**config.mk**
```make
export PLATFORM = sky130hd
export DESIGN_NAME = shortest_remaining_time_scheduler_core
export DESIGN_NICKNAME = d
export VERILOG_FILES = /design/src/rtl/srtf_pkg.sv /design/src/rtl/srtf_ram.sv /design/src/rtl/shortest_remaining_time_scheduler_core.sv
export SDC_FILE = /design/constraint.sdc
export NUM_CORES = 1
export LEC_CHECK = 0
export BUFFER_PORTS_ARGS = -buffer_cell sky130_fd_sc_hd__buf_4
export CAP_MARGIN = 20
export CORE_MARGIN = 5
export CORE_UTILIZATION = 50
export CTS_CLUSTER_DIAMETER = 200
export CTS_CLUSTER_SIZE = 8
export DETAILED_ROUTE_END_ITERATION = 7
export GPL_ROUTABILITY_DRIVEN = 0
export HOLD_SLACK_MARGIN = 0.1
export PLACE_DENSITY_LB_ADDON = 0.05
export REMOVE_ABC_BUFFERS = 1
export SLEW_MARGIN = 10
export SYNTH_ARGS = -nofsm -noshare
export SYNTH_HDL_FRONTEND = slang
export SYNTH_HIERARCHICAL = 1
export SYNTH_SLANG_ARGS = --single-unit
```
**constraint.sdc**
```tcl
create_clock -name clk -period 5.4 [get_ports clk]
set_input_delay 0.27 -clock clk [delete_from_list [all_inputs] [get_ports clk]]
set_output_delay 0.27 -clock clk [all_outputs]
set_load 0.05 [all_outputs]
```
**src/rtl/srtf_pkg.sv**
```systemverilog
// Package for the shortest-remaining-time scheduler core.
// Holds field widths, the operation codes, the slot entry and result layouts.
// No dependencies.
package srtf_pkg;

  localparam int SLOTS_DEF = 16;
  localparam int JOB_W     = 8;
  localparam int TIME_W    = 16;
  localparam int SLICE_W   = 8;
  localparam int IN_DATA_W  = 24;
  localparam int OUT_DATA_W = 32;

  localparam logic [SLICE_W-1:0] SLICE_RESET = 8'd1;

  // Codes carried on in_tuser.
  localparam logic FUNC_ARRIVAL = 1'b0;
  localparam logic FUNC_TICK    = 1'b1;

  // One slot of the job table as kept in memory.
  typedef struct packed {
    logic              started;
    logic [JOB_W-1:0]  job;
    logic [TIME_W-1:0] remaining;
  } slot_entry_t;

  localparam int ENTRY_W = $bits(slot_entry_t);

  // Result word, lowest field in the lowest bits.
  typedef struct packed {
    logic [2:0]        pad;
    logic [TIME_W-1:0] remaining_after;
    logic              finished;
    logic              first_run;
    logic              switched;
    logic [JOB_W-1:0]  run_id;
    logic              busy_res;
    logic              accepted;
  } srtf_result_t;

endpackage

```
**src/rtl/srtf_ram.sv**
```systemverilog
// Generic single-write, single-read memory with a registered read port.
// Used for the job table of the scheduler; no dependencies.
module srtf_ram #(
  parameter int WIDTH = 8,
  parameter int DEPTH = 16
) (
  input  logic                     clk,
  input  logic                     wr_en,
  input  logic [$clog2(DEPTH)-1:0] wr_addr,
  input  logic [WIDTH-1:0]         wr_data,
  input  logic [$clog2(DEPTH)-1:0] rd_addr,
  output logic [WIDTH-1:0]         rd_data
);

  logic [WIDTH-1:0] mem [DEPTH];

  always_ff @(posedge clk) begin
    if (wr_en) begin
      mem[wr_addr] <= wr_data;
    end
    rd_data <= mem[rd_addr];
  end

endmodule

```
**src/rtl/shortest_remaining_time_scheduler_core.sv**
```systemverilog
// Top level of the shortest-remaining-time scheduler core.
// Depends on srtf_pkg and srtf_ram.
//
// The core keeps a table of SLOTS jobs and handles one input word at a time.
// An arrival word (in_tuser = 0) stores a job in the lowest free slot. This
// walks the slot valid bits one per cycle up to the first free slot. A tick
// word (in_tuser = 1) walks all SLOTS table entries through the single read
// port of the table memory, one per cycle. It compares each remaining time
// against the best so far in one shared comparator. The input is ready
// again as soon as the result has moved into the output register, so a new
// word may be taken while a result still waits. A result that is still held
// in the output register stalls the next completion until it is taken. The
// slice length is written through cfg_wr_en / cfg_wr_data and should be
// changed only while the core is idle.
module shortest_remaining_time_scheduler_core #(
  parameter int SLOTS = srtf_pkg::SLOTS_DEF
) (
  input  logic                            clk,
  input  logic                            rst_n,
  // Input words.
  input  logic                            in_tvalid,
  output logic                            in_tready,
  // [7:0] job_id, [23:8] run_time
  input  logic [srtf_pkg::IN_DATA_W-1:0]  in_tdata,
  // [0] func
  input  logic                            in_tuser,
  // Result words.
  output logic                            out_tvalid,
  input  logic                            out_tready,
  // [0] accepted, [1] busy_res, [9:2] run_id, [10] switched, [11] first_run,
  // [12] finished, [28:13] remaining_after, [31:29] zero
  output logic [srtf_pkg::OUT_DATA_W-1:0] out_tdata,
  // Configuration.
  input  logic                            cfg_wr_en,
  input  logic [srtf_pkg::SLICE_W-1:0]    cfg_wr_data
);

  localparam int IW = $clog2(SLOTS);
  localparam logic [IW-1:0] LAST = IW'(SLOTS - 1);

  localparam logic [2:0] ST_IDLE   = 3'd0;
  localparam logic [2:0] ST_SCAN_A = 3'd1;
  localparam logic [2:0] ST_A_DONE = 3'd2;
  localparam logic [2:0] ST_SCAN_T = 3'd3;
  localparam logic [2:0] ST_T_DONE = 3'd4;

  logic [2:0]                     state_r, state_nxt;
  logic [IW-1:0]                  idx_r, idx_nxt;
  logic                           issue_done_r, issue_done_nxt;
  logic                           rd_v_r, rd_v_nxt;
  logic [IW-1:0]                  rd_idx_r;
  logic                           found_r, found_nxt;
  logic [IW-1:0]                  best_idx_r, best_idx_nxt;
  srtf_pkg::slot_entry_t          best_r, best_nxt;
  logic [SLOTS-1:0]               valid_r, valid_nxt;
  logic [srtf_pkg::JOB_W-1:0]     prev_job_r, prev_job_nxt;
  logic                           prev_known_r, prev_known_nxt;
  logic [srtf_pkg::SLICE_W-1:0]   quantum_r;
  logic [srtf_pkg::JOB_W-1:0]     item_job_r;
  logic [srtf_pkg::TIME_W-1:0]    item_time_r;
  logic                           out_valid_r, out_valid_nxt;
  srtf_pkg::srtf_result_t         out_data_r, out_data_nxt;

  logic                           in_fire;
  logic                           can_out;
  logic                           take;
  logic [srtf_pkg::TIME_W-1:0]    slice_ext;
  logic [srtf_pkg::TIME_W-1:0]    rem_new;
  logic                           ram_we;
  logic [IW-1:0]                  ram_waddr;
  srtf_pkg::slot_entry_t          ram_wdata;
  srtf_pkg::slot_entry_t          ram_rdata;

  srtf_ram #(
    .WIDTH (srtf_pkg::ENTRY_W),
    .DEPTH (SLOTS)
  ) u_table (
    .clk     (clk),
    .wr_en   (ram_we),
    .wr_addr (ram_waddr),
    .wr_data (ram_wdata),
    .rd_addr (idx_r),
    .rd_data (ram_rdata)
  );

  assign in_tready  = (state_r == ST_IDLE);
  assign in_fire    = in_tvalid && in_tready;
  assign can_out    = !out_valid_r || out_tready;
  assign out_tvalid = out_valid_r;
  assign out_tdata  = out_data_r;

  // Shared comparator: the entry coming out of memory against the best so far.
  assign take = rd_v_r && valid_r[rd_idx_r] &&
                (!found_r || (ram_rdata.remaining < best_r.remaining));

  assign slice_ext = srtf_pkg::TIME_W'(quantum_r);
  assign rem_new   = (best_r.remaining > slice_ext) ?
                     (best_r.remaining - slice_ext) : '0;

  always_comb begin
    state_nxt      = state_r;
    idx_nxt        = idx_r;
    issue_done_nxt = issue_done_r;
    rd_v_nxt       = 1'b0;
    found_nxt      = found_r;
    best_idx_nxt   = best_idx_r;
    best_nxt       = best_r;
    valid_nxt      = valid_r;
    prev_job_nxt   = prev_job_r;
    prev_known_nxt = prev_known_r;
    out_valid_nxt  = out_valid_r && !out_tready;
    out_data_nxt   = out_data_r;
    ram_we         = 1'b0;
    ram_waddr      = best_idx_r;
    ram_wdata      = best_r;

    case (state_r)
      ST_IDLE: begin
        if (in_fire) begin
          idx_nxt        = '0;
          issue_done_nxt = 1'b0;
          found_nxt      = 1'b0;
          state_nxt      = (in_tuser == srtf_pkg::FUNC_TICK) ? ST_SCAN_T : ST_SCAN_A;
        end
      end

      ST_SCAN_A: begin
        if (!valid_r[idx_r]) begin
          found_nxt    = 1'b1;
          best_idx_nxt = idx_r;
          state_nxt    = ST_A_DONE;
        end else if (idx_r == LAST) begin
          state_nxt = ST_A_DONE;
        end else begin
          idx_nxt = idx_r + 1'b1;
        end
      end

      ST_A_DONE: begin
        if (can_out) begin
          if (found_r) begin
            ram_we            = 1'b1;
            ram_wdata.started   = 1'b0;
            ram_wdata.job       = item_job_r;
            ram_wdata.remaining = item_time_r;
            valid_nxt[best_idx_r] = 1'b1;
          end
          out_data_nxt          = '0;
          out_data_nxt.accepted = found_r;
          out_valid_nxt         = 1'b1;
          state_nxt             = ST_IDLE;
        end
      end

      ST_SCAN_T: begin
        // Reads are issued one slot per cycle; data returns in the following cycle.
        if (!issue_done_r) begin
          rd_v_nxt = 1'b1;
          if (idx_r == LAST) begin
            issue_done_nxt = 1'b1;
          end else begin
            idx_nxt = idx_r + 1'b1;
          end
        end
        if (take) begin
          found_nxt    = 1'b1;
          best_idx_nxt = rd_idx_r;
          best_nxt     = ram_rdata;
        end
        if (rd_v_r && (rd_idx_r == LAST)) begin
          state_nxt = ST_T_DONE;
        end
      end

      ST_T_DONE: begin
        if (can_out) begin
          out_data_nxt = '0;
          if (found_r) begin
            ram_we              = 1'b1;
            ram_wdata.started   = 1'b1;
            ram_wdata.job       = best_r.job;
            ram_wdata.remaining = rem_new;
            if (rem_new == '0) begin
              valid_nxt[best_idx_r] = 1'b0;
            end
            out_data_nxt.busy_res        = 1'b1;
            out_data_nxt.run_id          = best_r.job;
            out_data_nxt.switched        = !prev_known_r || (prev_job_r != best_r.job);
            out_data_nxt.first_run       = !best_r.started;
            out_data_nxt.finished        = (rem_new == '0);
            out_data_nxt.remaining_after = rem_new;
            prev_job_nxt                 = best_r.job;
            prev_known_nxt               = 1'b1;
          end
          out_valid_nxt = 1'b1;
          state_nxt     = ST_IDLE;
        end
      end

      default: begin
        state_nxt = ST_IDLE;
      end
    endcase
  end

  always_ff @(posedge clk) begin
    if (!rst_n) begin
      state_r      <= ST_IDLE;
      idx_r        <= '0;
      issue_done_r <= 1'b0;
      rd_v_r       <= 1'b0;
      found_r      <= 1'b0;
      valid_r      <= '0;
      prev_job_r   <= '0;
      prev_known_r <= 1'b0;
      quantum_r    <= srtf_pkg::SLICE_RESET;
      out_valid_r  <= 1'b0;
    end else begin
      state_r      <= state_nxt;
      idx_r        <= idx_nxt;
      issue_done_r <= issue_done_nxt;
      rd_v_r       <= rd_v_nxt;
      found_r      <= found_nxt;
      valid_r      <= valid_nxt;
      prev_job_r   <= prev_job_nxt;
      prev_known_r <= prev_known_nxt;
      out_valid_r  <= out_valid_nxt;
      if (cfg_wr_en) begin
        quantum_r <= cfg_wr_data;
      end
    end
  end

  always_ff @(posedge clk) begin
    rd_idx_r   <= idx_r;
    best_idx_r <= best_idx_nxt;
    best_r     <= best_nxt;
    out_data_r <= out_data_nxt;
    if (in_fire) begin
      item_job_r  <= in_tdata[srtf_pkg::JOB_W-1:0];
      item_time_r <= in_tdata[srtf_pkg::JOB_W +: srtf_pkg::TIME_W];
    end
  end

`ifndef NO_ASSERTIONS
  // A finished job must also be reported as having run.
  assert property (@(posedge clk) disable iff (!rst_n)
    out_valid_r && out_data_r.finished |-> out_data_r.busy_res)
    else $error("finished reported without a running job");

  // An arrival result never carries tick fields.
  assert property (@(posedge clk) disable iff (!rst_n)
    out_valid_r && out_data_r.accepted |-> !out_data_r.busy_res)
    else $error("arrival result carries tick fields");

  // The table is written only while a result is being produced.
  assert property (@(posedge clk) disable iff (!rst_n)
    ram_we |-> (can_out && ((state_r == ST_A_DONE) || (state_r == ST_T_DONE))))
    else $error("table written outside a completion step");

  // A job that reaches zero frees its slot.
  assert property (@(posedge clk) disable iff (!rst_n)
    (state_r == ST_T_DONE) && can_out && found_r && (rem_new == '0)
      |=> !valid_r[$past(best_idx_r)])
    else $error("finished job still holds its slot");

  // A stored arrival occupies its slot.
  assert property (@(posedge clk) disable iff (!rst_n)
    (state_r == ST_A_DONE) && can_out && found_r |=> valid_r[$past(best_idx_r)])
    else $error("stored arrival does not occupy its slot");
`endif

endmodule

```
==> results of run 1 <==
-- per-stage QoR --
| step | hold slack [ns] | instances | utilization (%) | power [W] | setup slack, ns |
|---|---|---|---|---|---|
| after detailed placement | 0.389 | 1911 | 53.4 | 0.00600 | 1.56 |
| final | 0.165 | 2097 | 59.7 | 0.0105 | 1.54 |
| after CTS | 0.133 | 2097 | 59.7 | 0.0106 | 1.53 |
| after floorplan | 0.332 | 1211 | - | 0.00573 | -1.23 |
| after global placement | 0.387 | 1911 | 53.4 | 0.00600 | 1.68 |
| after global routing | 0.153 | 2097 | 59.7 | 0.0109 | 1.32 |
-- worst max-delay path: stages (launching register included) --
cell and delay [ns]:
edfxtp_1 0.40, inv_1 0.08, ha_1 0.22, fa_1 0.24, nand2b_1 0.18, a21oi_2 0.10
o31a_1 0.35, or2_1 0.27, a21boi_2 0.33, nand2b_1 0.52, o21ai_0 0.23, a221o_1 0.57
-- synth_stat cells, types with 5 or more instances --
| cell type | instances | area (um^2) |
|---|---|---|
| nor2_1 | 58 | 218 |
| o21ai_0 | 20 | 100 |
| nor3_1 | 13 | 65.1 |
| nand4_1 | 5 | 31.3 |
| buf_4 | 12 | 90.1 |
| xnor2_1 | 13 | 114 |
| buf_1 | 7 | 26.3 |
| mux4_2 | 110 | 2480 |
| a21boi_0 | 8 | 60.1 |
| and2_1 | 10 | 62.6 |
| o21a_1 | 5 | 37.5 |
| ha_1 | 24 | 300 |
| and3_1 | 10 | 62.6 |
| a21o_1 | 8 | 60.1 |
| inv_1 | 29 | 109 |
| edfxtp_1 | 482 | 14500 |
| nand2b_1 | 13 | 81.3 |
| xor2_1 | 9 | 78.8 |
| nand2_1 | 116 | 435 |
| clkbuf_1 | 33 | 124 |
| a21oi_1 | 17 | 85.1 |
| nand3_1 | 16 | 80.1 |
| a22oi_1 | 60 | 450 |
| dfxtp_1 | 73 | 1460 |
| nor2b_1 | 16 | 100 |
| buf_6 | 7 | 78.8 |
| mux2i_1 | 29 | 290 |
-- metal layers --
| metal | track usage (%) | wire, um |
|---|---|---|
| met3 | 4.26 | 2830 |
| met2 | 36.8 | 26400 |
| met1 | 31.2 | 23200 |
| met4 | 6.66 | 1260 |
| met5 | 0 | 0 |
-- power breakdown --
| part | internal (W) | leakage [nW] | switching (W) |
|---|---|---|---|
| clock | 0.00280 | 1.10 | 0.00176 |
| sequential | 0.00480 | 4.96 | 0.000109 |
| combinational | 0.000442 | 2.84 | 0.000584 |
| total | 0.00804 | 8.90 | 0.00245 |
-- sequential cells by signal (all words and copies together), names as in the netlist, 8 cells and up, named ones only --
register         count
item_job_r           8
item_time_r         16
out_tdata           29
u_table/rd_data     25
prev_job_r           8
u_table/mem        400
best_r              25
quantum_r            8
-- cell families (layout without fill, tap and decap cells) --
group           after synthesis  count (layout)  share of synthesized area, %
other cells                   1               3                        0.0169
flops                       555             555                          71.8
buf+inv                      92             323                          2.05
xor+xnor                     22              22                         0.868
fa+ha+maj                    25              25                          1.44
simple gates                280             280                          6.03
mux                         143             143                          12.7
compound gates              154             154                          5.18
-- layout make-up --
cell class	instances	area [um^2]
Inverter	29	109
Clock inverter	6	91.3
Tap cell	592	741
Timing Repair Buffer	151	1250
Multi-Input combinational cell	627	5970
Fill cell	3368	17800
Sequential cell	555	15900
Clock buffer	137	2240
-- worst min-delay path by stage --
stage | start | end | slack, ns | depth (start not counted)
floorplan | rst_n | quantum_r[0] | 0.33 | 1
global placement | u_table/rd_data[19] | best_r[19] | 0.39 | 0
detailed placement | u_table/rd_data[19] | best_r[19] | 0.39 | 0
CTS | rst_n | state_r[0] | 0.13 | 2
global route | rst_n | prev_known_r | 0.15 | 2
finish | rst_n | state_r[0] | 0.16 | 2
==> impl_metrics.yaml, run 1 <==
power:
  peakVddDrop_mv: 0.302
  p_leak_nw: 8.90
  power_density_mw_per_mm2: 399
die:
  die_w_um: 221
  fp-row-count: 77
  die_h_um: 221
  ios: 72
  initial_core_util_pct: 50.3
  die_area_mm2: 0.0487
  core_area_mm2: 0.0441
sta:
  fin_skew_ns: 0.0215
  drv_slew: 0
  setup_violations: 0
  finalHoldViolations: 0
  tns_ns: 0
  period_minus_slack_ns: 3.86
  max_freq_ghz: 0.259
  worst_pin_slew_ns: 1.07
  grt_setup_unrepaired: "no"
  min_period_over_period_pct: 71.4
  relSlewSlack_pct: 28.6
worst_setup_path:
  crit_end: "u_table/mem[2][12]"
  crit_path_end_kind: "register"
  critPathMaxFanout: 16
  path_class: "register to register"
  reg2reg_depth: 11
  rrSetupSlack_ns: 1.54
  start_kind: "register"
  reg2reg_to: "u_table/mem[2][12]"
  startpoint: "best_r[0]"
  critPathRequiredTime_ns: 5.64
  arrival_ns: 4.10
  r2r-start: "best_r[0]"
layout:
  final_common_cell: "edfxtp_1"
  antenna_cells: 0
  fin_area_mm2: 0.0263
  layout-drive-gt1-share_pct: 23.4
  nets: 1506
  areaGrowthSynthToFinish_pct: 18.6
  final_cell_mix: "edfxtp_1 (482), nand2_1 (116), mux4_2 (110)"
drt:
  wirelength_um: 53700
  firstDrtPassIters: 5
  drc: 0
  wl_per_cell_um: 25.6
  viasPerCell: 5.80
  via_count: 12200
  drtAntennaViolNets: 0
  drt_iter0_drc: 1103
clock_tree:
  clock_sinks: 555
  clk_pin_slew_ns: 0.05
  clk_latency_ns: 0.60
  clockRootBuffer: "clkbuf_16"
  cts_resized: 0
  cts_tree: "built"
  cts_setup_buffers: 0
  cts_buffer_depth: 3
  holdBufCountCts: 43
  h-tree-depth: 3
  cts_made_buffers: 79
logic_synthesis:
  syn_area_mm2: 0.0222
  synth_flop_cell: "edfxtp_1"
  synth_seq_cells: 555
  syn-instance-count: 1272
  seq_area_frac_synth_pct: 71.8
  async_flop_share_pct: 0
  synth_edf_count: 482
  yosys_warnings: 6
  synth_cell_types: 70
  avgSynthCellArea_um2: 17.5
grt:
  first_global_vias: 12600
  antenna_found_initial: 1
  grt_max_degree: 96
  gr-total-overflow: 0
  grt_use_total_pct: 22.5
  grt_pass1_wl_um: 80200
min_path:
  hp-class: "input pin to register"
place:
  place_area_mm2: 0.0236
  dp_hpwl_um: 32300
  port_buffers: 68
status:
  status: "finished, final reports clean"
flow_run:
  cap_viol_max_count: 0
(Power assumes the default switching activity.)
==> inputs of run 2 (changes only) <==
Settings changed: ABC_AREA from default to 1.
Clock period 5.4 ns to 3.25 ns, I/O delays scaled along.
==> impl_metrics.yaml, run 2 <==
logic_synthesis:
  seq_area_frac_synth_pct: 64.6
  yosys_warnings: 6
  synth_flop_cell: "edfxtp_1"
  avgSynthCellArea_um2: 9.98
  synthTopCellsByCount: "nand2_1 (693), edfxtp_1 (482), inv_1 (404), nand3_1 (346), nor2_1 (124)"
  synth_cell_types: 46
  async_flop_share_pct: 0
  synth_top_cell_area_share_pct: 58.7
  syn_area_mm2: 0.0247
  synth_edf_count: 482
  synth.most_common_cell: "nand2_1"
  syn-instance-count: 2473
  synth_seq_cells: 555
  yosys-top-cells-area: "edfxtp_1 (59%), nand2_1 (11%), nand3_1 (7.0%)"
  yosys.area.top_type: "edfxtp_1"
power:
  p_leak_nw: 12.1
  power_density_mw_per_mm2: 739
  totalPowerFinal_w: 0.0214
  peakVddDrop_mv: 0.493
sta:
  finalHoldViolations: 0
  min_period_over_period_pct: 88.5
  grt_setup_unrepaired: "no"
  period_minus_slack_ns: 2.87
  setup_violations: 0
  relSlewSlack_pct: 27.2
  drv_slew: 0
  max_freq_ghz: 0.348
  fin_skew_ns: 0.0325
  worst_pin_slew_ns: 1.09
  holdWs_ns: 0.267
grt:
  grt_use_total_pct: 25.1
  gr-total-overflow: 0
  grt_pass1_wl_um: 103000
  antenna_found_initial: 0
  grt_max_degree: 202
  first_global_vias: 17200
die:
  die_h_um: 232
  fp-row-count: 81
  die_w_um: 232
  core_area_mm2: 0.0488
  initial_core_util_pct: 50.5
  ios: 72
  die_area_mm2: 0.0539
layout:
  layout-drive-gt1-share_pct: 10.7
  final_common_cell: "nand2_1"
  areaGrowthSynthToFinish_pct: 17.5
  finish.utilization_pct: 59.4
  nets: 2713
  largest_reg_flops: 400
  regMostFlops: "u_table/mem"
  antenna_cells: 0
  final_cell_mix: "nand2_1 (693), edfxtp_1 (482), inv_1 (402)"
drt:
  via_count: 17800
  viasPerCell: 5.27
  wl_per_cell_um: 19.9
  drt_iter0_drc: 1633
  firstDrtPassIters: 5
  drtAntennaViolNets: 0
  wirelength_um: 67300
  drc: 0
worst_setup_path:
  cp_common_cell: "nand2_1"
  crit_slowest_cell: "o211ai_1"
  critPathBufInv: 2
  startpoint: "best_r[0]"
  critPathRequiredTime_ns: 3.50
  arrival_ns: 3.13
  path_class: "register to register"
  r2r-start: "best_r[0]"
  critPathMaxFanout: 16
  crit_family: "simple AND/OR/NAND/NOR gates"
  reg2reg_depth: 14
  path_cells: "inv_1, ha_1, fa_1, inv_1, nand2_1, nand2_1, nand3_4, nand2_4, nand2_4, nand2_4, nand2_1, nand2_1, o211ai_1, o211ai_1"
  max_stage_delay_ns: 0.46
  start_kind: "register"
  path_depth: 14
  crit_path_end_kind: "register"
flow_run:
  cap_viol_max_count: 0
status:
  status: "finished, final reports clean"
clock_tree:
  cts_resized: 0
  cts_tree: "built"
  clockRootBuffer: "clkbuf_16"
  cts_setup_buffers: 0
  h-tree-depth: 3
  clock_sinks: 555
  clk_pin_slew_ns: 0.05
  cts_made_buffers: 79
  clk_latency_ns: 0.62
  cts_buffer_depth: 3
min_path:
  holdCritStartpoint: "in_tdata[21]"
  hp-class: "input pin to register"
  min_path_cells: 2
place:
  dp_hpwl_um: 39800
  port_buffers: 68
[run 2: cell count changes after synthesis, sizes merged, moves of 13 or more]
cell,before,now
nand3,16,356
a21oi,18,55
o21ai,23,56
nand2b,13,0
inv,29,409
buf,28,77
mux2i,29,0
nand2,116,700
nor2b,17,0
a22oi,61,0
mux4,110,0
nor2,58,129
[run 2: path summary, 6_finish.rpt]
kind                                           to  slack [ns]
worst max-delay path            u_table/mem[8][4]        0.38
worst min-delay path              item_time_r[13]        0.27
worst max register to register  u_table/mem[8][4]        0.38
worst min register to register         best_r[19]        0.39
[run 2: where the power goes]
group	switching, W	internal [W]	leakage [nW]	total [W]
Clock	0.00301	0.00457	1.08	0.00759
Combinational	0.00342	0.00131	6.04	0.00473
Sequential	0.000346	0.00876	4.97	0.00911
Total	0.00678	0.0146	12.1	0.0214
[run 2: cell families after synthesis]
group                    count (synthesis)  share of synthesized area (%)
buffers and inverters                  518                           9.16
AO/OA/AOI/OAI                          154                           3.69
AND/OR/NAND/NOR                       1214                           21.0
XOR/XNOR                                 6                          0.213
adder cells (fa/ha/maj)                 25                           1.30
flip-flops                             555                           64.6
other                                    1                         0.0152
[run 2: per-layer routing]
layer | up-vias | routed length, um | part of all wire [%] | track usage (%)
li1 | 8491 | - | - | -
met1 | 8509 | 29300 | 43 | 35.5
met2 | 649 | 31400 | 47 | 40.6
met3 | 134 | 4710 | 7.0 | 3.97
met4 | 0 | 1890 | 2.8 | 7.18
met5 | - | 0 | 0 | 0
[run 2: timing repair]
action / in CTS / in global routing
hold endpoints to repair: 56 / 0
setup endpoints to repair: 0 / 0
hold buffers: 53 / 0
[run 2: worst reg2reg max path, stage by stage, from the launching register on]
cell	delay, ns
edfxtp_1	0.35
inv_1	0.08
ha_1	0.23
fa_1	0.40
inv_1	0.09
nand2_1	0.05
nand2_1	0.13
nand3_4	0.12
nand2_4	0.13
nand2_4	0.06
nand2_4	0.17
nand2_1	0.10
nand2_1	0.08
o211ai_1	0.09
o211ai_1	0.46
[run 2: final cells by class]
class                           instances  area [um^2]
Fill cell                            4156        19900
Sequential cell                       555        15900
Multi-Input combinational cell       1402         6620
Clock buffer                          136         2190
Timing Repair Buffer                  201         1770
Inverter                              411         1550
Tap cell                              664          831
Clock inverter                          7         97.6
[run 2: metrics by stage]
stage | setup TNS (ns) | setup WS, ns | area [um^2] | instances
floorplan | -571.50 | -4.11 | 24000 | 2368
global placement | 0 | 0.348 | 26200 | 3179
detailed placement | 0 | 0.310 | 26200 | 3179
CTS | 0 | 0.272 | 29000 | 3375
global route | 0 | 0.160 | 29000 | 3376
finish | 0 | 0.375 | 29000 | 3376
